File: src/hdl/atbr_pkg.sv
// ----------------------------------------------------------------------------
// atbr_pkg
// Shared constants, register codes and types of the beat rate detector.
// ----------------------------------------------------------------------------
package atbr_pkg;

  localparam int SAMPLE_BITS_DEF   = 12;
  localparam int INTERVAL_BITS_DEF = 16;
  localparam int RATE_BITS         = 16;
  localparam int TOTAL_BITS        = 16;
  localparam int WLEN_BITS         = 10;
  localparam int CFG_DATA_BITS     = 16;
  localparam int CFG_INDEX_BITS    = 1;
  localparam int STEP_BITS         = $clog2(RATE_BITS);

  localparam logic [WLEN_BITS-1:0] WLEN_RESET  = WLEN_BITS'(100);
  localparam logic [RATE_BITS-1:0] SCALE_RESET = RATE_BITS'(6000);
  localparam logic [STEP_BITS-1:0] STEP_LAST   = STEP_BITS'(RATE_BITS - 1);

  typedef enum logic [CFG_INDEX_BITS-1:0] {
    REG_WINDOW_LENGTH = 1'b0,
    REG_BPM_SCALE     = 1'b1
  } cfg_reg_t;

  typedef enum logic [1:0] {
    ST_IDLE,
    ST_DIVIDE,
    ST_WRITE
  } back_state_t;

  typedef struct packed {
    logic beat;
    logic updated;
  } entry_flags_t;

endpackage

File: src/hdl/atbr_ifs.sv
// ----------------------------------------------------------------------------
// atbr channel interfaces
// Sample, result and configuration channels with valid/ready transfer.
// ----------------------------------------------------------------------------
interface atbr_sample_if #(
  parameter int SAMPLE_BITS = 12
);
  logic                   valid;
  logic                   ready;
  logic [SAMPLE_BITS-1:0] sample;

  modport source (output valid, output sample, input ready);
  modport sink   (input valid, input sample, output ready);
endinterface

interface atbr_result_if #(
  parameter int SAMPLE_BITS = 12
);
  logic                   valid;
  logic                   ready;
  logic                   beat;
  logic [15:0]            rate_bpm;
  logic [15:0]            beat_total;
  logic                   level_updated;
  logic [SAMPLE_BITS:0]   level_doubled;

  modport source (output valid, output beat, output rate_bpm, output beat_total,
                  output level_updated, output level_doubled, input ready);
  modport sink   (input valid, input beat, input rate_bpm, input beat_total,
                  input level_updated, input level_doubled, output ready);
endinterface

interface atbr_cfg_if;
  logic        valid;
  logic        ready;
  logic [0:0]  index;
  logic [15:0] data;

  modport source (output valid, output index, output data, input ready);
  modport sink   (input valid, input index, input data, output ready);
endinterface

File: src/hdl/adaptive_threshold_beat_rate_top.sv
// ----------------------------------------------------------------------------
// adaptive_threshold_beat_rate_top
// Adaptive midpoint threshold beat detector with beats-per-minute estimate.
// ----------------------------------------------------------------------------
// Every sample gives one result. The front end classifies a sample in the
// cycle it is taken and places it in a two-entry queue; the back end passes
// a sample without a beat to the output register, while a beat runs a
// restoring divider of bpm_scale by the sample interval, one quotient bit
// per cycle, and holds the back end until the rate is written out. Between
// beats the sustained rate is one sample per cycle while the output is not
// stalled. The configuration channel is always ready; write it only while
// no sample is in flight.
module adaptive_threshold_beat_rate_top import atbr_pkg::*; #(
  parameter int SAMPLE_BITS   = SAMPLE_BITS_DEF,
  parameter int INTERVAL_BITS = INTERVAL_BITS_DEF
) (
  input  logic          clk,
  input  logic          rst,
  atbr_sample_if.sink   samples,
  atbr_result_if.source results,
  atbr_cfg_if.sink      cfg
);

  localparam int ENTRY_W = 2 + (SAMPLE_BITS + 1) + INTERVAL_BITS;

  logic [WLEN_BITS-1:0]     window_length;
  logic [RATE_BITS-1:0]     bpm_scale;

  logic                     push;
  logic                     pop;
  logic                     full;
  logic                     empty;
  entry_flags_t             front_flags;
  logic [SAMPLE_BITS:0]     front_level;
  logic [INTERVAL_BITS-1:0] front_interval;
  logic [ENTRY_W-1:0]       head_data;
  entry_flags_t             head_flags;
  logic [SAMPLE_BITS:0]     head_level;
  logic [INTERVAL_BITS-1:0] head_interval;

  assign cfg.ready = 1'b1;

  always_ff @(posedge clk) begin
    if (rst) begin
      window_length <= WLEN_RESET;
      bpm_scale     <= SCALE_RESET;
    end else if (cfg.valid) begin
      unique case (cfg_reg_t'(cfg.index))
        REG_WINDOW_LENGTH: window_length <= cfg.data[WLEN_BITS-1:0];
        REG_BPM_SCALE:     bpm_scale     <= cfg.data[RATE_BITS-1:0];
      endcase
    end
  end

  atbr_front #(
    .SAMPLE_BITS   (SAMPLE_BITS),
    .INTERVAL_BITS (INTERVAL_BITS)
  ) u_front (
    .clk           (clk),
    .rst           (rst),
    .in_valid      (samples.valid),
    .in_ready      (samples.ready),
    .sample        (samples.sample),
    .window_length (window_length),
    .full          (full),
    .push          (push),
    .flags         (front_flags),
    .level         (front_level),
    .interval      (front_interval)
  );

  atbr_queue #(
    .WIDTH (ENTRY_W)
  ) u_queue (
    .clk       (clk),
    .rst       (rst),
    .push      (push),
    .push_data ({front_flags, front_level, front_interval}),
    .full      (full),
    .pop       (pop),
    .empty     (empty),
    .head_data (head_data)
  );

  assign {head_flags, head_level, head_interval} = head_data;

  atbr_back #(
    .SAMPLE_BITS   (SAMPLE_BITS),
    .INTERVAL_BITS (INTERVAL_BITS)
  ) u_back (
    .clk           (clk),
    .rst           (rst),
    .head_valid    (!empty),
    .head_flags    (head_flags),
    .head_level    (head_level),
    .head_interval (head_interval),
    .pop           (pop),
    .bpm_scale     (bpm_scale),
    .results       (results)
  );

endmodule

File: src/hdl/atbr_front.sv
// ----------------------------------------------------------------------------
// atbr_front
// Window min/max tracking, threshold update, crossing test, interval count.
// ----------------------------------------------------------------------------
module atbr_front import atbr_pkg::*; #(
  parameter int SAMPLE_BITS   = SAMPLE_BITS_DEF,
  parameter int INTERVAL_BITS = INTERVAL_BITS_DEF
) (
  input  logic                     clk,
  input  logic                     rst,
  input  logic                     in_valid,
  output logic                     in_ready,
  input  logic [SAMPLE_BITS-1:0]   sample,
  input  logic [WLEN_BITS-1:0]     window_length,
  input  logic                     full,
  output logic                     push,
  output entry_flags_t             flags,
  output logic [SAMPLE_BITS:0]     level,
  output logic [INTERVAL_BITS-1:0] interval
);

  logic [SAMPLE_BITS-1:0]   window_min;
  logic [SAMPLE_BITS-1:0]   window_max;
  logic [SAMPLE_BITS:0]     level_sum;
  logic [WLEN_BITS-1:0]     window_count;
  logic [SAMPLE_BITS-1:0]   last_sample;
  logic [INTERVAL_BITS-1:0] interval_count;

  logic [SAMPLE_BITS-1:0]   min_upd;
  logic [SAMPLE_BITS-1:0]   max_upd;
  logic                     recalc;
  logic [SAMPLE_BITS:0]     level_next;
  logic [INTERVAL_BITS-1:0] interval_inc;
  logic                     beat_now;

  assign in_ready = !full;
  assign push     = in_valid && !full;

  always_comb begin
    min_upd      = (sample < window_min) ? sample : window_min;
    max_upd      = (sample > window_max) ? sample : window_max;
    recalc       = (window_count >= window_length);
    level_next   = recalc ? ({1'b0, max_upd} + {1'b0, min_upd}) : level_sum;
    interval_inc = (interval_count != '1) ? interval_count + 1'b1 : interval_count;
    beat_now     = ({sample, 1'b0} > level_next) && ({last_sample, 1'b0} <= level_next);
  end

  assign flags.beat    = beat_now;
  assign flags.updated = recalc;
  assign level         = level_next;
  assign interval      = interval_inc;

  always_ff @(posedge clk) begin
    if (rst) begin
      window_min     <= '1;
      window_max     <= '0;
      level_sum      <= '0;
      window_count   <= '0;
      last_sample    <= '0;
      interval_count <= '0;
    end else if (push) begin
      window_min     <= recalc ? '1 : min_upd;
      window_max     <= recalc ? '0 : max_upd;
      level_sum      <= level_next;
      window_count   <= (recalc ? '0 : window_count) + 1'b1;
      last_sample    <= sample;
      interval_count <= beat_now ? '0 : interval_inc;
    end
  end

endmodule

File: src/hdl/atbr_queue.sv
// ----------------------------------------------------------------------------
// atbr_queue
// Two-entry queue between the classifying front and the rate back end.
// ----------------------------------------------------------------------------
module atbr_queue #(
  parameter int WIDTH = 8
) (
  input  logic             clk,
  input  logic             rst,
  input  logic             push,
  input  logic [WIDTH-1:0] push_data,
  output logic             full,
  input  logic             pop,
  output logic             empty,
  output logic [WIDTH-1:0] head_data
);

  logic [WIDTH-1:0] entries [2];
  logic             wr_ptr;
  logic             rd_ptr;
  logic [1:0]       fill;

  assign full      = (fill == 2'd2);
  assign empty     = (fill == 2'd0);
  assign head_data = entries[rd_ptr];

  always_ff @(posedge clk) begin
    if (push) begin
      entries[wr_ptr] <= push_data;
    end
  end

  always_ff @(posedge clk) begin
    if (rst) begin
      wr_ptr <= 1'b0;
      rd_ptr <= 1'b0;
      fill   <= 2'd0;
    end else begin
      if (push) begin
        wr_ptr <= !wr_ptr;
      end
      if (pop) begin
        rd_ptr <= !rd_ptr;
      end
      unique case ({push, pop})
        2'b10:   fill <= fill + 2'd1;
        2'b01:   fill <= fill - 2'd1;
        default: fill <= fill;
      endcase
    end
  end

endmodule

File: src/hdl/atbr_back.sv
// ----------------------------------------------------------------------------
// atbr_back
// Serial rate divider, beat total and registered result output.
// ----------------------------------------------------------------------------
module atbr_back import atbr_pkg::*; #(
  parameter int SAMPLE_BITS   = SAMPLE_BITS_DEF,
  parameter int INTERVAL_BITS = INTERVAL_BITS_DEF
) (
  input  logic                     clk,
  input  logic                     rst,
  input  logic                     head_valid,
  input  entry_flags_t             head_flags,
  input  logic [SAMPLE_BITS:0]     head_level,
  input  logic [INTERVAL_BITS-1:0] head_interval,
  output logic                     pop,
  input  logic [RATE_BITS-1:0]     bpm_scale,
  atbr_result_if.source            results
);

  back_state_t state;
  back_state_t state_next;

  logic                     out_valid;
  logic                     out_beat;
  logic                     out_updated;
  logic [SAMPLE_BITS:0]     out_level;
  logic [RATE_BITS-1:0]     held_rate;
  logic [TOTAL_BITS-1:0]    beats_seen;

  logic [INTERVAL_BITS-1:0] divisor;
  logic [INTERVAL_BITS-1:0] rem;
  logic [RATE_BITS-1:0]     quo;
  logic [STEP_BITS-1:0]     step;

  logic                     out_free;
  logic                     start;
  logic                     iterate;
  logic                     load;

  logic [INTERVAL_BITS:0]   trial;
  logic                     fits;

  assign out_free = !out_valid || results.ready;

  always_comb begin
    state_next = state;
    unique case (state)
      ST_IDLE: begin
        if (head_valid && head_flags.beat) begin
          state_next = ST_DIVIDE;
        end
      end
      ST_DIVIDE: begin
        if (step == STEP_LAST) begin
          state_next = ST_WRITE;
        end
      end
      ST_WRITE: begin
        if (out_free) begin
          state_next = ST_IDLE;
        end
      end
      default: state_next = ST_IDLE;
    endcase
  end

  always_comb begin
    start   = 1'b0;
    iterate = 1'b0;
    load    = 1'b0;
    unique case (state)
      ST_IDLE: begin
        start = head_valid && head_flags.beat;
        load  = head_valid && !head_flags.beat && out_free;
      end
      ST_DIVIDE: iterate = 1'b1;
      ST_WRITE:  load    = out_free;
      default: begin
        start   = 1'b0;
        iterate = 1'b0;
        load    = 1'b0;
      end
    endcase
    pop = load;
  end

  always_comb begin
    trial = {rem, quo[RATE_BITS-1]};
    fits  = (trial >= {1'b0, divisor});
  end

  always_ff @(posedge clk) begin
    if (rst) begin
      state <= ST_IDLE;
    end else begin
      state <= state_next;
    end
  end

  always_ff @(posedge clk) begin
    if (start) begin
      divisor <= head_interval;
      rem     <= '0;
      quo     <= bpm_scale;
      step    <= '0;
    end else if (iterate) begin
      rem  <= fits ? INTERVAL_BITS'(trial - {1'b0, divisor}) : INTERVAL_BITS'(trial);
      quo  <= {quo[RATE_BITS-2:0], fits};
      step <= step + 1'b1;
    end
  end

  always_ff @(posedge clk) begin
    if (rst) begin
      out_valid  <= 1'b0;
      held_rate  <= '0;
      beats_seen <= '0;
    end else if (load) begin
      out_valid <= 1'b1;
      if (head_flags.beat) begin
        held_rate  <= quo;
        beats_seen <= beats_seen + 1'b1;
      end
    end else if (results.ready) begin
      out_valid <= 1'b0;
    end
  end

  always_ff @(posedge clk) begin
    if (load) begin
      out_beat    <= head_flags.beat;
      out_updated <= head_flags.updated;
      out_level   <= head_level;
    end
  end

  assign results.valid         = out_valid;
  assign results.beat          = out_beat;
  assign results.rate_bpm      = held_rate;
  assign results.beat_total    = beats_seen;
  assign results.level_updated = out_updated;
  assign results.level_doubled = out_level;

endmodule

File: src/flat_wrapper.sv
// flat-port wrapper written by rule: the top's interface ports become plain ports
module adaptive_threshold_beat_rate_top_flat import atbr_pkg::*;
#(
  parameter int SAMPLE_BITS   = SAMPLE_BITS_DEF,
  parameter int INTERVAL_BITS = INTERVAL_BITS_DEF
)
  (clk, rst, samples_valid, samples_sample, samples_ready, results_valid, results_beat, results_rate_bpm, results_beat_total, results_level_updated, results_level_doubled, results_ready, cfg_valid, cfg_index, cfg_data, cfg_ready);
  atbr_sample_if #(.SAMPLE_BITS(SAMPLE_BITS)) samples_i ();
  atbr_result_if #(.SAMPLE_BITS(SAMPLE_BITS)) results_i ();
  atbr_cfg_if cfg_i ();
  input  logic clk;
  input  logic rst;
  input wire logic [$bits(samples_i.valid)-1:0] samples_valid;
  input wire logic [$bits(samples_i.sample)-1:0] samples_sample;
  output wire logic [$bits(samples_i.ready)-1:0] samples_ready;
  output wire logic [$bits(results_i.valid)-1:0] results_valid;
  output wire logic [$bits(results_i.beat)-1:0] results_beat;
  output wire logic [$bits(results_i.rate_bpm)-1:0] results_rate_bpm;
  output wire logic [$bits(results_i.beat_total)-1:0] results_beat_total;
  output wire logic [$bits(results_i.level_updated)-1:0] results_level_updated;
  output wire logic [$bits(results_i.level_doubled)-1:0] results_level_doubled;
  input wire logic [$bits(results_i.ready)-1:0] results_ready;
  input wire logic [$bits(cfg_i.valid)-1:0] cfg_valid;
  input wire logic [$bits(cfg_i.index)-1:0] cfg_index;
  input wire logic [$bits(cfg_i.data)-1:0] cfg_data;
  output wire logic [$bits(cfg_i.ready)-1:0] cfg_ready;
  assign samples_i.valid = samples_valid;
  assign samples_i.sample = samples_sample;
  assign samples_ready = samples_i.ready;
  assign results_valid = results_i.valid;
  assign results_beat = results_i.beat;
  assign results_rate_bpm = results_i.rate_bpm;
  assign results_beat_total = results_i.beat_total;
  assign results_level_updated = results_i.level_updated;
  assign results_level_doubled = results_i.level_doubled;
  assign results_i.ready = results_ready;
  assign cfg_i.valid = cfg_valid;
  assign cfg_i.index = cfg_index;
  assign cfg_i.data = cfg_data;
  assign cfg_ready = cfg_i.ready;
  adaptive_threshold_beat_rate_top #(.SAMPLE_BITS(SAMPLE_BITS), .INTERVAL_BITS(INTERVAL_BITS)) u_core (.clk(clk), .rst(rst), .samples(samples_i), .results(results_i), .cfg(cfg_i));
endmodule
File: config.mk
export PLATFORM = sky130hd
export DESIGN_NAME = adaptive_threshold_beat_rate_top_flat
export DESIGN_NICKNAME = d
export VERILOG_FILES = /design/src/hdl/atbr_pkg.sv /design/src/hdl/atbr_ifs.sv /design/src/hdl/adaptive_threshold_beat_rate_top.sv /design/src/hdl/atbr_front.sv /design/src/hdl/atbr_queue.sv /design/src/hdl/atbr_back.sv /design/src/flat_wrapper.sv
export SDC_FILE = /design/constraint.sdc
export NUM_CORES = 1
export LEC_CHECK = 0
export BUFFER_PORTS_ARGS = -buffer_cell sky130_fd_sc_hd__buf_2
export CAP_MARGIN = 20
export CORE_UTILIZATION = 49
export DETAILED_ROUTE_END_ITERATION = 16
export GPL_ROUTABILITY_DRIVEN = 0
export PLACE_DENSITY = 0.66
export SYNTH_ARGS = -nofsm -noshare
export SYNTH_HDL_FRONTEND = slang
export SYNTH_HIERARCHICAL = 1
export SYNTH_SLANG_ARGS = --single-unit
File: constraint.sdc
create_clock -name clk -period 13.48 [get_ports clk]
set_clock_uncertainty 0.1 [all_clocks]
set_input_delay 0.674 -clock clk [delete_from_list [all_inputs] [get_ports clk]]
set_output_delay 0.674 -clock clk [all_outputs]
set_load 0.01 [all_outputs]
# After elaboration in Yosys (flattened, before gate mapping)
# Memory sizes are Yosys's and may differ from the RTL's. A register that Yosys moved wholly into a read port is not among the register bits.
# Index checks and enable logic that the tools add are counted.
# op_classes
n_lt_le_gt_ge,6
addsub,8
bitwise_logic,1
n_eq_ne,10
n_mux,25
n_reduce_logical,21
# ops
op,n
16-bit 2-to-1 mux,5
12-bit 2-to-1 mux,4
"16-bit by 1-bit adder with 16-bit output, second input constant",2
17-bit by 16-bit >= comparator with 1-bit output,1
"16-bit inequality test, second input constant",1
16-bit subtractor,1
12-bit by 12-bit adder with 13-bit output,1
13-bit greater-than comparator,1
13-bit less-or-equal comparator,1
13-bit 2-to-1 mux,1
12-bit greater-than comparator,1
12-bit < comparator,1
"10-bit by 1-bit adder with 10-bit output, second input constant",1
10-bit >= comparator,1
10-bit 2-to-1 mux,1
1-bit 2-to-1 mux,8
"2-bit equality test, second input constant",3
1-bit logical NOT,6
2-bit 2-to-1 mux,3
"2-bit inequality test, second input constant",3
2-bit one-hot mux with 3 select lines,1
2-bit AND reduction,3
2-bit nonzero test,3
1-bit logical AND,5
other kinds (11),13
# word_totals
output_inout_bits,50
ram_bits,62
reg_bits,207
in_bits,34
wordCells,94
n_memories,1
# memory_table
name,words,word_bits,read_ports,rd_clocked_by_memory_dff,write_ports,line_no,source
u_core.u_queue.entries,2,31,1,1,1,atbr_queue.sv:18,logic [WIDTH-1:0] entries [2];

# Depth between registers and ports, before layout
# Gate-level depths: netlist (run 1).
# logic_depth
ltp_word,7
mapped_depth,32
depth_no_buf,28

# Modules after synthesis
# Netlist (run 1), hierarchy kept.
# by_module_without_submodules
mod,area_per_inst_um2,cells_each,seq_area_each_um2,instances
atbr_front,5878.1,727,1501.4,1
atbr_back,4623.2,445,2512.4,1
atbr_queue,2431.1,118,1961.9,1
adaptive_threshold_beat_rate_top,1093.5,109,520.5,1

# Least setup slack after synthesis (run 1)
# Ideal clock, no wire load.
# synth_path
path_kind,input-to-reg
from,input samples_sample[1]
to,memory u_core/u_queue/entries[0][30] in the netlist's numbering (data pin)
n_path_buf,4
setup_slack_ps,7231
setup_time_ps,252
path_stages,30
t_arrival_ps,5896
cell_sequence,ha_1 -> a21o_1 -> a21o_1 -> a21o_1 -> a21oi_1 -> o21ai_0 -> a31oi_1 -> o21ai_0 -> clkbuf_1 -> mux2_2 -> ha_1 -> fa_1 -> nand3_1 -> nand2_1 -> a21o_1 -> a21oi_1 -> xnor2_1 -> mux2i_1 -> ha_1 -> nand2_1 -> nor2_1 -> nand4_1 -> or3_4 -> a221oi_2 -> o221ai_1 -> o311a_1 -> buf_6 -> buf_6 -> and2_1 -> buf_4
# synth_via
elab_chain_len,6
elab_cells_between_ends,9
# synth_lines
element,line_no,source
start: declaration,flat_wrapper.sv:14,input wire logic [$bits(samples_i.sample)-1:0] samples_sample;
12-bit greater-than comparator or 12-bit < comparator (tied branches),"atbr_front.sv:41, atbr_front.sv:40",
12-bit 2-to-1 mux (on tied branches),"atbr_front.sv:41, atbr_front.sv:40",
12-bit by 12-bit adder with 13-bit output,atbr_front.sv:43,"level_next = recalc ? ({1'b0, max_upd} + {1'b0, min_upd}) : level_sum;"
13-bit 2-to-1 mux,atbr_front.sv:43,
13-bit greater-than comparator or 13-bit less-or-equal comparator (tied branches),atbr_front.sv:45,"beat_now = ({sample, 1'b0} > level_next) && ({last_sample, 1'b0} <= level_next);"
1-bit logical AND (*),atbr_front.sv:45,
net u_core.u_front.beat_now,atbr_front.sv:34,logic beat_now;
end: declaration,atbr_queue.sv:18,
# The timed path passes the listed nets; every way through them passes the cells marked *.

==> results.py, run 1 <==
metrics = {
    "status": {
        "status": "completed",
    },
    "detailed_routing": {
        "drt_iter0_drc": 609,
        "wirelength_microns": 30800,
        "wl_per_cell_microns": 16.6,
        "first_pass_iters": 5,
        "drc": 0,
        "ant_nets": 0,
        "num_vias": 10500,
        "viasPerCell": 5.65,
    },
    "yosys": {
        "async_flop_share_pct": 0,
        "synth_nets": 1521,
        "synth_area_per_cell_sq_um": 10.0,
        "synth_area_sq_mm": 0.0140,
        "yosys.area_share.xor_xnor_pct": 3.75,
        "synth_adder_area_share_pct": 8.04,
        "ys_types": 83,
        "synth_top_area_cell": "edfxtp_1",
        "synth_cells": 1399,
        "synth_top_family_by_area": "compound AO/OA/AOI/OAI gates",
        "synth_compound_area_share_pct": 15.1,
        "ys_seq_area_share_pct": 46.3,
        "synth_top_area_share_pct": 23.3,
        "synth_mux_area_share_pct": 7.38,
        "synth_edf_count": 109,
        "synthFlopType": "dfxtp_1",
        "synth_warnings": 6,
        "synth_top_cells_by_area": "edfxtp_1 23%, dfxtp_1 23%, ha_1 7.7%",
        "ys_seq_elements": 270,
        "synth_most_common_cell": "dfxtp_1",
        "synth-simple-area-share_pct": 14.6,
        "yosys-top-cells-count": "161 x dfxtp_1, 146 x nand2_1, 109 x edfxtp_1, 98 x a21oi_1, 95 x nor2_1",
    },
    "sta": {
        "hold_viol_final": 0,
        "fmax_ghz": 0.158,
        "rsz0062_at_grt": "no",
        "fin_crit_ps": 6330,
        "max-slew-margin-rel_pct": 34.2,
        "worst_pin_slew_ps": 978,
        "finalSetupTns_ps": 0,
        "period_share_pct": 47.0,
        "report.final.slew_viol_count": 0,
        "setup_viol": 0,
    },
    "grt": {
        "grt_pass1_wl_microns": 50500,
        "grt_antenna_before_repair": 0,
        "grt_pass1_vias": 10200,
        "grt.overflow.total": 0,
        "grt_util_all_layers_pct": 21.2,
        "grt_max_degree": 73,
    },
    "finish": {
        "area_growth_pct": 12.3,
        "drive_gt1_share_pct": 16.4,
        "nFillCells": 2500,
        "fin_nets": 1578,
        "final_cells": 1858,
        "seq_area_sq_mm": 0.00650,
        "multi_input_area_sq_mm": 0.00686,
        "antenna_cells": 0,
    },
    "placement": {
        "post-dp-hpwl_microns": 20800,
        "place_inst": 1798,
        "numPortBuffers": 82,
    },
    "floorplanning": {
        "die_y_microns": 171,
        "initial_core_util_pct": 50.2,
        "dieArea_sq_mm": 0.0293,
        "rows": 61,
        "die_w_microns": 171,
        "core_area_sq_mm": 0.0279,
        "io_pins": 84,
    },
    "setup_path": {
        "start_kind": "flop",
        "cp_max_fo": 17,
        "cp_cell_sequence": "inv_1 > ha_1 > nand4_1 > or2_2 > o221ai_1 > o21a_1 > mux2_2 > ha_1 > fa_1 > nand3_1 > a21o_1 > nand2_1 > a21oi_1 > xnor2_1 > mux2i_1 > ha_1 > nand2_1 > nor2_1 > nand4_1 > or3_4 > a221oi_2 > o221ai_1 > o311a_1 > and2_1",
        "cp_slowest_stage_delay_ps": 550,
        "arrival_ps": 6530,
        "path_delay_family": "compound AO/OA/AOI/OAI gates",
        "critPathBufInv": 1,
        "r2r_start": "u_core/u_front/window_max[9]",
        "worstSetupPathType": "reg2reg",
        "cp_common_cell": "ha_1",
        "worst_path_max_delay_cell": "o21a_1",
        "required_ps": 13680,
        "end_kind": "flop",
        "crit_start": "u_core/u_front/window_max[9]",
    },
    "worst_hold_path": {
        "hp-start": "cfg_data[11]",
        "hp-class": "in2reg",
    },
    "pwr": {
        "p_leak_uw": 0.00644,
        "ir_drop_v": 0.000108,
        "p_per_area_mw_per_mm2": 183,
    },
    "clock_network": {
        "clk_pin_slew_ps": 60,
        "cts_tree": "done",
        "cts_resized": 0,
        "cts_sinks": 270,
        "clock_latency_ps": 550,
        "ctsHoldBuffers": 0,
        "cts_setup_buffers": 0,
        "numCtsBuffers": 30,
        "cts_root_buffer": "clkbuf_16",
        "cts_buffer_depth": 3,
        "cts.htree.levels": 1,
    },
    "flow_run": {
        "cap_viol_max_count": 0,
    },
}
-- state kept, by name, indices dropped and copies added (netlist names), 2 cells and up, named ones only --
signal / cells
u_core/u_queue/entries: 62
u_core/bpm_scale: 16
u_core/u_back/divisor: 16
u_core/u_back/quo: 16
u_core/u_back/rem: 16
u_core/u_back/results.beat_total: 16
u_core/u_back/results.rate_bpm: 16
u_core/u_front/interval_count: 16
u_core/u_back/results.level_doubled: 13
u_core/u_front/level_sum: 13
u_core/u_front/last_sample: 12
u_core/u_front/window_max: 12
u_core/u_front/window_min: 12
u_core/u_front/window_count: 10
u_core/window_length: 10
u_core/u_back/step: 4
u_core/u_back/state: 2
u_core/u_queue/fill: 2
-- worst register-to-register path, stage by stage, from the launching register on --
cell and delay, ps:
dfxtp_1 350, inv_1 80, ha_1 290, nand4_1 140, or2_2 340, o221ai_1 190
o21a_1 550, mux2_2 420, ha_1 220, fa_1 420, nand3_1 110, a21o_1 190
nand2_1 70, a21oi_1 170, xnor2_1 160, mux2i_1 160, ha_1 330, nand2_1 70
nor2_1 150, nand4_1 160, or3_4 400, a221oi_2 220, o221ai_1 170, o311a_1 350
and2_1 280
-- where the power goes --
part           switching [uW]  total (uW)  leakage (uW)  internal [uW]
registers                75.3        1120       0.00234           1050
logic                     518         879       0.00358            361
clock network             326         879      0.000534            552
-- placed cells by master (no fill, tap or decap), types with 15 or more instances in the layout --
cell       count
a21o_1        25
a21oi_1       98
and2_1        16
and3_1        15
buf_2         81
clkbuf_16     30
dfxtp_1      161
edfxtp_1     109
ha_1          86
inv_1         87
mux2_2        67
mux2i_1       28
nand2_1      146
nand2b_1      30
nand3_1       34
nand4_1       25
nor2_1        94
o21ai_0       33
xnor2_1       30
xor2_1        30
-- worst paths after layout --
| path | endpoint | slack [ps] | cells after the start |
|---|---|---|---|
| min | u_core/bpm_scale[11] | 290 | 3 |
| min reg2reg | u_core/u_back/results.rate_bpm[11] | 350 | 2 |
| max | u_core/u_queue/entries[1][30] | 7150 | 24 |
| max reg2reg | u_core/u_queue/entries[1][30] | 7150 | 24 |
-- stage by stage --
stage | worst slack, ps | total power, uW | hold slack (ps) | cell area (sq um) | util (%)
2_1_floorplan | 7230 | 1780 | 330 | 14000 | -
3_3_place_gp | 6960 | 1980 | 340 | 14600 | 52.4
3_5_place_dp | 6790 | 2000 | 344 | 14600 | 52.4
4_1_cts | 7200 | 2900 | 268 | 15700 | 56.3
5_1_grt | 6650 | 3050 | 278 | 15800 | 56.4
6_report | 7150 | 2880 | 289 | 15800 | 56.4
-- cells by family (layout without fill, tap and decap cells) --
group | count (synthesis) | count (layout)
and+or+nand+nor | 421 | 421
AOI/OAI and AO/OA | 305 | 305
DFF | 270 | 270
buffers and inverters | 158 | 239
muxes | 95 | 95
adders and majority gates | 89 | 89
xor gates and xnor gates | 60 | 60
other | 1 | 1
-- area by class of cell --
cell class | instances | area share [%]
well taps | 378 | 3.00
clock inverters | 19 | 1.77
multi-input cells | 971 | 43.5
repair buffers | 95 | 3.29
flip-flops and latches | 270 | 41.2
inverters | 88 | 2.11
clock buffers | 37 | 5.06
-- per-layer routing --
metal / global-route usage (%) / vias to the layer above / part of all wire [%]
li1: - / 5168 / -
met1: 27.7 / 5025 / 46
met2: 36.4 / 247 / 47
met3: 2.60 / 54 / 4.6
met4: 6.75 / 0 / 2.6
met5: 0 / - / 0
Note: power is estimated with default switching activity, not from simulation.
==> inputs of run 2 (changes only) <==
==> constraint.sdc (replaced) <==
create_clock -name clk -period 6.2 [get_ports clk]
set_clock_uncertainty 0.1 [all_clocks]
set_input_delay 0.31 -clock clk [delete_from_list [all_inputs] [get_ports clk]]
set_output_delay 0.31 -clock clk [all_outputs]
set_load 0.01 [all_outputs]
==> run 2 against run 1 <==
Non-clock buffer count up 37. Critical path depth up 4. Core utilization up 1.0 points. Critical endpoint is now u_core/u_front/interval_count[2].
==> results.py, run 2 (synthesis gave the netlist of run 1 again) <==
metrics = {
    "clock_network": {
        "cts_sinks": 270,
        "cts_root_buffer": "clkbuf_16",
        "cts.htree.levels": 1,
        "clock_latency_ps": 550,
        "numCtsBuffers": 29,
        "clk_pin_slew_ps": 60,
        "cts_buffer_depth": 3,
        "cts_tree": "done",
    },
    "pwr": {
        "p_comb_share_pct": 31.7,
        "p_sw_uw": 2000,
        "seqPwrFrac_pct": 39.6,
        "ir_drop_v": 0.000216,
        "p_per_area_mw_per_mm2": 384,
        "swShare_pct": 32.5,
        "clkPwrFrac_pct": 28.7,
        "p_leak_uw": 0.00656,
        "p_int_uw": 4160,
    },
    "floorplanning": {
        "dieArea_sq_mm": 0.0293,
        "initial_core_util_pct": 50.2,
        "rows": 61,
        "core_area_sq_mm": 0.0279,
        "die_y_microns": 171,
        "die_w_microns": 171,
        "io_pins": 84,
    },
    "placement": {
        "place_inst": 1811,
        "numPortBuffers": 82,
        "post-dp-hpwl_microns": 21000,
        "dpl_cell_area_sq_mm": 0.0147,
        "pre_cts_ws_ps": 124,
    },
    "detailed_routing": {
        "ant_nets": 0,
        "wl_per_cell_microns": 16.5,
        "viasPerCell": 5.57,
        "first_pass_iters": 6,
        "wirelength_microns": 31200,
        "num_vias": 10500,
        "drt_iter0_drc": 678,
        "drc": 0,
    },
    "finish": {
        "final_common_cell": "dfxtp_1",
        "fin_util_pct": 57.4,
        "drive_gt1_share_pct": 18.0,
        "largest_reg_flops": 62,
        "mostFrequentLayoutCells": "161 x dfxtp_1, 146 x nand2_1, 109 x edfxtp_1, 95 x a21oi_1, 94 x nor2_1",
        "seq_area_sq_mm": 0.00650,
        "fin_nets": 1614,
        "multi_input_area_sq_mm": 0.00692,
        "design_area_sq_mm": 0.0160,
        "nFillCells": 2487,
        "area_growth_pct": 14.4,
        "final_cells": 1893,
        "largest_register": "u_core/u_queue/entries",
    },
    "grt": {
        "grt.overflow.total": 0,
        "grt_antenna_before_repair": 1,
        "grt_max_degree": 83,
        "grt_pass1_wl_microns": 51100,
        "grt_util_all_layers_pct": 21.5,
        "grt_pass1_vias": 10100,
    },
    "sta": {
        "fmax_ghz": 0.168,
        "hold_viol_final": 0,
        "worst_pin_slew_ps": 1030,
        "max-slew-margin-rel_pct": 31.1,
        "setup_viol": 0,
        "report.final.slew_viol_count": 0,
        "fin_crit_ps": 5950,
        "holdWs_ps": 25.8,
        "layout_setup_ws_ps": 254,
        "period_share_pct": 95.9,
    },
    "setup_path": {
        "start_kind": "flop",
        "worst_path_max_delay_cell": "or3_4",
        "cp_common_cell": "a21o_1",
        "end_kind": "flop",
        "worstSetupPathType": "reg2reg",
        "required_ps": 6540,
        "cp_max_fo": 12,
        "cp_slowest_stage_delay_ps": 410,
        "arrival_ps": 6280,
    },
    "worst_hold_path": {
        "hp-class": "in2reg",
    },
    "flow_run": {
        "cap_viol_max_count": 0,
    },
    "status": {
        "status": "completed",
    },
}
[run 2: critical path: cells and delay by family, from the launching register on]
family,cells,cell delay (ps)
AOI/OAI and AO/OA,14,2510
adders and majority gates,3,940
buffers and inverters,3,490
DFF,1,380
muxes,2,410
xor gates and xnor gates,1,180
and+or+nand+nor,5,810
[run 2: final cells by class]
class | count | area share (%)
sequential | 270 | 40.5
timing repair buffer | 132 | 5.22
antenna | 1 | 0.0156
inverter | 88 | 2.07
multi-input combinational | 971 | 43.1
clock buffer | 41 | 5.30
tap | 378 | 2.95
clock inverter | 12 | 0.827
[run 2: final timing paths]
| path | start | end | slack (ps) | cells past startpoint |
|---|---|---|---|---|
| max | u_core/u_front/window_min[1] | u_core/u_front/interval_count[2] | 250 | 28 |
| min | samples_sample[6] | u_core/u_front/last_sample[6] | 30 | 3 |
| max reg2reg | u_core/u_front/window_min[1] | u_core/u_front/interval_count[2] | 250 | 28 |
| min reg2reg | u_core/u_back/results.rate_bpm[11] | u_core/u_back/results.rate_bpm[11] | 350 | 2 |
[run 2: what timing repair did]
item / in CTS / in global routing
hold buffers: 20 / 0
setup buffers: 0 / 8
resized for setup: 0 / 17
setup endpoints to repair: 0 / 18
endpoints found under the hold margin: 29 / 0
[run 2: per-layer routing]
layer / track usage, % / part of all wire, % / up-vias / wire [microns]
li1: - / - / 5245 / -
met3: 3.01 / 4.7 / 36 / 1450
met2: 35.8 / 46 / 234 / 14200
met5: 0 / 0 / - / 0
met1: 29.5 / 48 / 5025 / 15000
met4: 5.12 / 1.6 / 0 / 504
[run 2: per-stage QoR]
step / total power, uW / TNS (ps)
6_report: 6160 / 0
5_1_grt: 6510 / -169
4_1_cts: 6160 / 0
3_5_place_dp: 4360 / 0
3_3_place_gp: 4330 / 0
2_1_floorplan: 3880 / 0
[run 2: power groups by stage]
stage / combinational [uW] / clock (uW) / sequential, uW
after detailed placement: 1890 / 0 / 2470
after global placement: 1870 / 0 / 2460
after CTS: 1910 / 1800 / 2440
after global routing: 2160 / 1880 / 2470
final: 1950 / 1760 / 2440
after floorplan: 1440 / 0 / 2450
==> inputs of run 3 (changes only) <==
--- a/config.mk
+++ b/config.mk
@@ -7,6 +7,7 @@
 export LEC_CHECK = 0
 export BUFFER_PORTS_ARGS = -buffer_cell sky130_fd_sc_hd__buf_2
 export CAP_MARGIN = 20
+export CORE_MARGIN = 2
 export CORE_UTILIZATION = 49
 export DETAILED_ROUTE_END_ITERATION = 16
 export GPL_ROUTABILITY_DRIVEN = 0
==> run 3 against run 2 <==
Global-route usage shrank 0.73 points. Routed wire length increased by 0.27%. Clock-buffer cell count shrank 5. Cell count unchanged. Flip-flop and latch count is the same.
==> results.py, run 3 (synthesis gave the netlist of run 1 again) <==
metrics = {
    "setup_path": {
        "worst_path_max_delay_cell": "or3_4",
        "start_kind": "flop",
        "cp_common_cell": "a21o_1",
        "cp_slowest_stage_delay_ps": 400,
        "end_kind": "flop",
        "worstSetupPathType": "reg2reg",
        "required_ps": 6400,
        "r2r_start": "u_core/u_front/window_min[1]",
        "r2r-end": "u_core/u_queue/entries[1][30]",
        "crit_start": "u_core/u_front/window_min[1]",
        "rr_worst_depth": 28,
        "r2r_slack_ps": 330,
        "arrival_ps": 6070,
        "cp_max_fo": 5,
    },
    "worst_hold_path": {
        "holdPathEnd": "u_core/u_back/results.valid",
        "hp-class": "in2reg",
        "hold_depth": 3,
        "hp-start": "results_ready",
    },
    "pwr": {
        "p_int_uw": 4110,
        "p_sw_uw": 2010,
        "p_per_area_mw_per_mm2": 381,
        "seqPwrFrac_pct": 39.9,
        "p_comb_share_pct": 32.1,
        "p_leak_uw": 0.00654,
        "swShare_pct": 32.8,
        "ir_drop_v": 0.000326,
        "clkPwrFrac_pct": 28.0,
    },
    "detailed_routing": {
        "wl_met2_microns": 14300,
        "viasPerCell": 5.59,
        "wl_met3_microns": 1360,
        "drt_iter0_drc": 598,
        "drc": 0,
        "num_vias": 10600,
        "wirelength_microns": 31300,
        "ant_nets": 0,
        "first_pass_iters": 5,
        "wl_per_cell_microns": 16.5,
        "met1_length_microns": 14800,
        "top_layer": "met4",
    },
    "finish": {
        "area_growth_pct": 14.5,
        "largest_register": "u_core/u_queue/entries",
        "drive_gt1_share_pct": 17.8,
        "fin_util_pct": 57.3,
        "largest_reg_flops": 62,
        "final_common_cell": "dfxtp_1",
        "nFillCells": 2483,
        "mostFrequentLayoutCells": "161 x dfxtp_1, 146 x nand2_1, 109 x edfxtp_1, 96 x a21oi_1, 93 x nor2_1",
        "antenna_cells": 0,
        "fin_nets": 1614,
    },
    "grt": {
        "grt_antenna_before_repair": 0,
        "grt_pass1_vias": 10400,
        "grt_util_all_layers_pct": 20.8,
        "grt_pass1_wl_microns": 52200,
        "grt.overflow.total": 0,
        "grt_max_degree": 69,
    },
    "sta": {
        "fin_crit_ps": 5870,
        "finalSetupTns_ps": 0,
        "layout_setup_ws_ps": 334,
        "report.final.slew_viol_count": 0,
        "fmax_ghz": 0.170,
        "holdWs_ps": 51.8,
        "setup_viol": 0,
        "rsz0062_at_grt": "no",
        "period_share_pct": 94.6,
        "max-slew-margin-rel_pct": 37.9,
        "hold_viol_final": 0,
        "worst_pin_slew_ps": 931,
    },
    "placement": {
        "post-dp-hpwl_microns": 21200,
        "numPortBuffers": 82,
        "pre_cts_ws_ps": 88.8,
    },
    "floorplanning": {
        "dieArea_sq_mm": 0.0300,
        "die_w_microns": 173,
        "rows": 61,
        "die_y_microns": 173,
        "io_pins": 84,
        "initial_core_util_pct": 50.1,
        "core_area_sq_mm": 0.0280,
    },
    "clock_network": {
        "cts_tree": "done",
        "clock_latency_ps": 550,
        "cts.htree.levels": 1,
        "cts_sinks": 270,
        "numCtsBuffers": 29,
        "cts_buffer_depth": 3,
        "clk_pin_slew_ps": 60,
        "cts_root_buffer": "clkbuf_16",
    },
    "status": {
        "status": "completed",
    },
    "flow_run": {
        "cap_viol_max_count": 0,
    },
}
run 3: cell count changes in the layout (fill, tap and decap cells not counted), sizes merged:
cell and change:
clkbuf -5, clkinvlp +4, inv +2, buf -4, dlygate4sd3 +4, diode -1
run 3: cell type report:
cell class / count / area [sq um] / area share (%)
Multi-Input combinational cell: 971 / 6930 / 43.2
Sequential cell: 270 / 6500 / 40.5
Timing Repair Buffer: 132 / 863 / 5.38
Clock buffer: 36 / 782 / 4.87
Tap cell: 378 / 473 / 2.95
Inverter: 88 / 333 / 2.07
Clock inverter: 18 / 173 / 1.08
run 3: critical path, delay by kind of cell (launching register included):
kind,cells,cell delay (ps)
buffers and inverters,2,230
adders and majority gates,4,1150
xor gates and xnor gates,1,150
and+or+nand+nor,7,1100
muxes,2,420
DFF,1,360
AOI/OAI and AO/OA,12,2100
run 3: routing by layer:
| metal | vias to the layer above | track usage [%] |
|---|---|---|
| met5 | - | 0 |
| met4 | 0 | 5.93 |
| met3 | 54 | 2.55 |
| met2 | 261 | 34.7 |
| met1 | 5034 | 28.4 |
| li1 | 5237 | - |
run 3: worst max path at each step:
stage,to,slack [ps],depth (start not counted)
after floorplan,u_core/u_queue/entries[0][30],270,31
after global placement,u_core/u_front/interval_count[6],330,28
after detailed placement,u_core/u_front/interval_count[6],90,28
after CTS,u_core/u_front/interval_count[2],70,28
after global routing,u_core/u_queue/entries[1][30],10,28
final,u_core/u_queue/entries[1][30],330,28
run 3: stage by stage:
stage / area, sq um / power, uW / cells
after floorplan: 14000 / 3880 / 1399
after global placement: 14700 / 4320 / 1807
after detailed placement: 14700 / 4360 / 1807
after CTS: 15900 / 6120 / 1885
after global routing: 16100 / 6500 / 1893
final: 16100 / 6120 / 1893
run 3: repair_timing:
| item | 4_1_cts | 5_1_grt |
|---|---|---|
| endpoints found under the hold margin | 33 | 0 |
| endpoints found under the setup margin | 0 | 18 |
| setup buffers | 0 | 5 |
| hold buffers | 24 | 0 |
| resized for setup | 0 | 23 |
run 3: power by group through the flow:
stage	clock (uW)	sequential, uW	combinational, uW
2_1_floorplan	0	2450	1440
3_3_place_gp	0	2470	1860
3_5_place_dp	0	2480	1880
4_1_cts	1760	2440	1910
5_1_grt	1840	2480	2180
6_report	1710	2440	1960
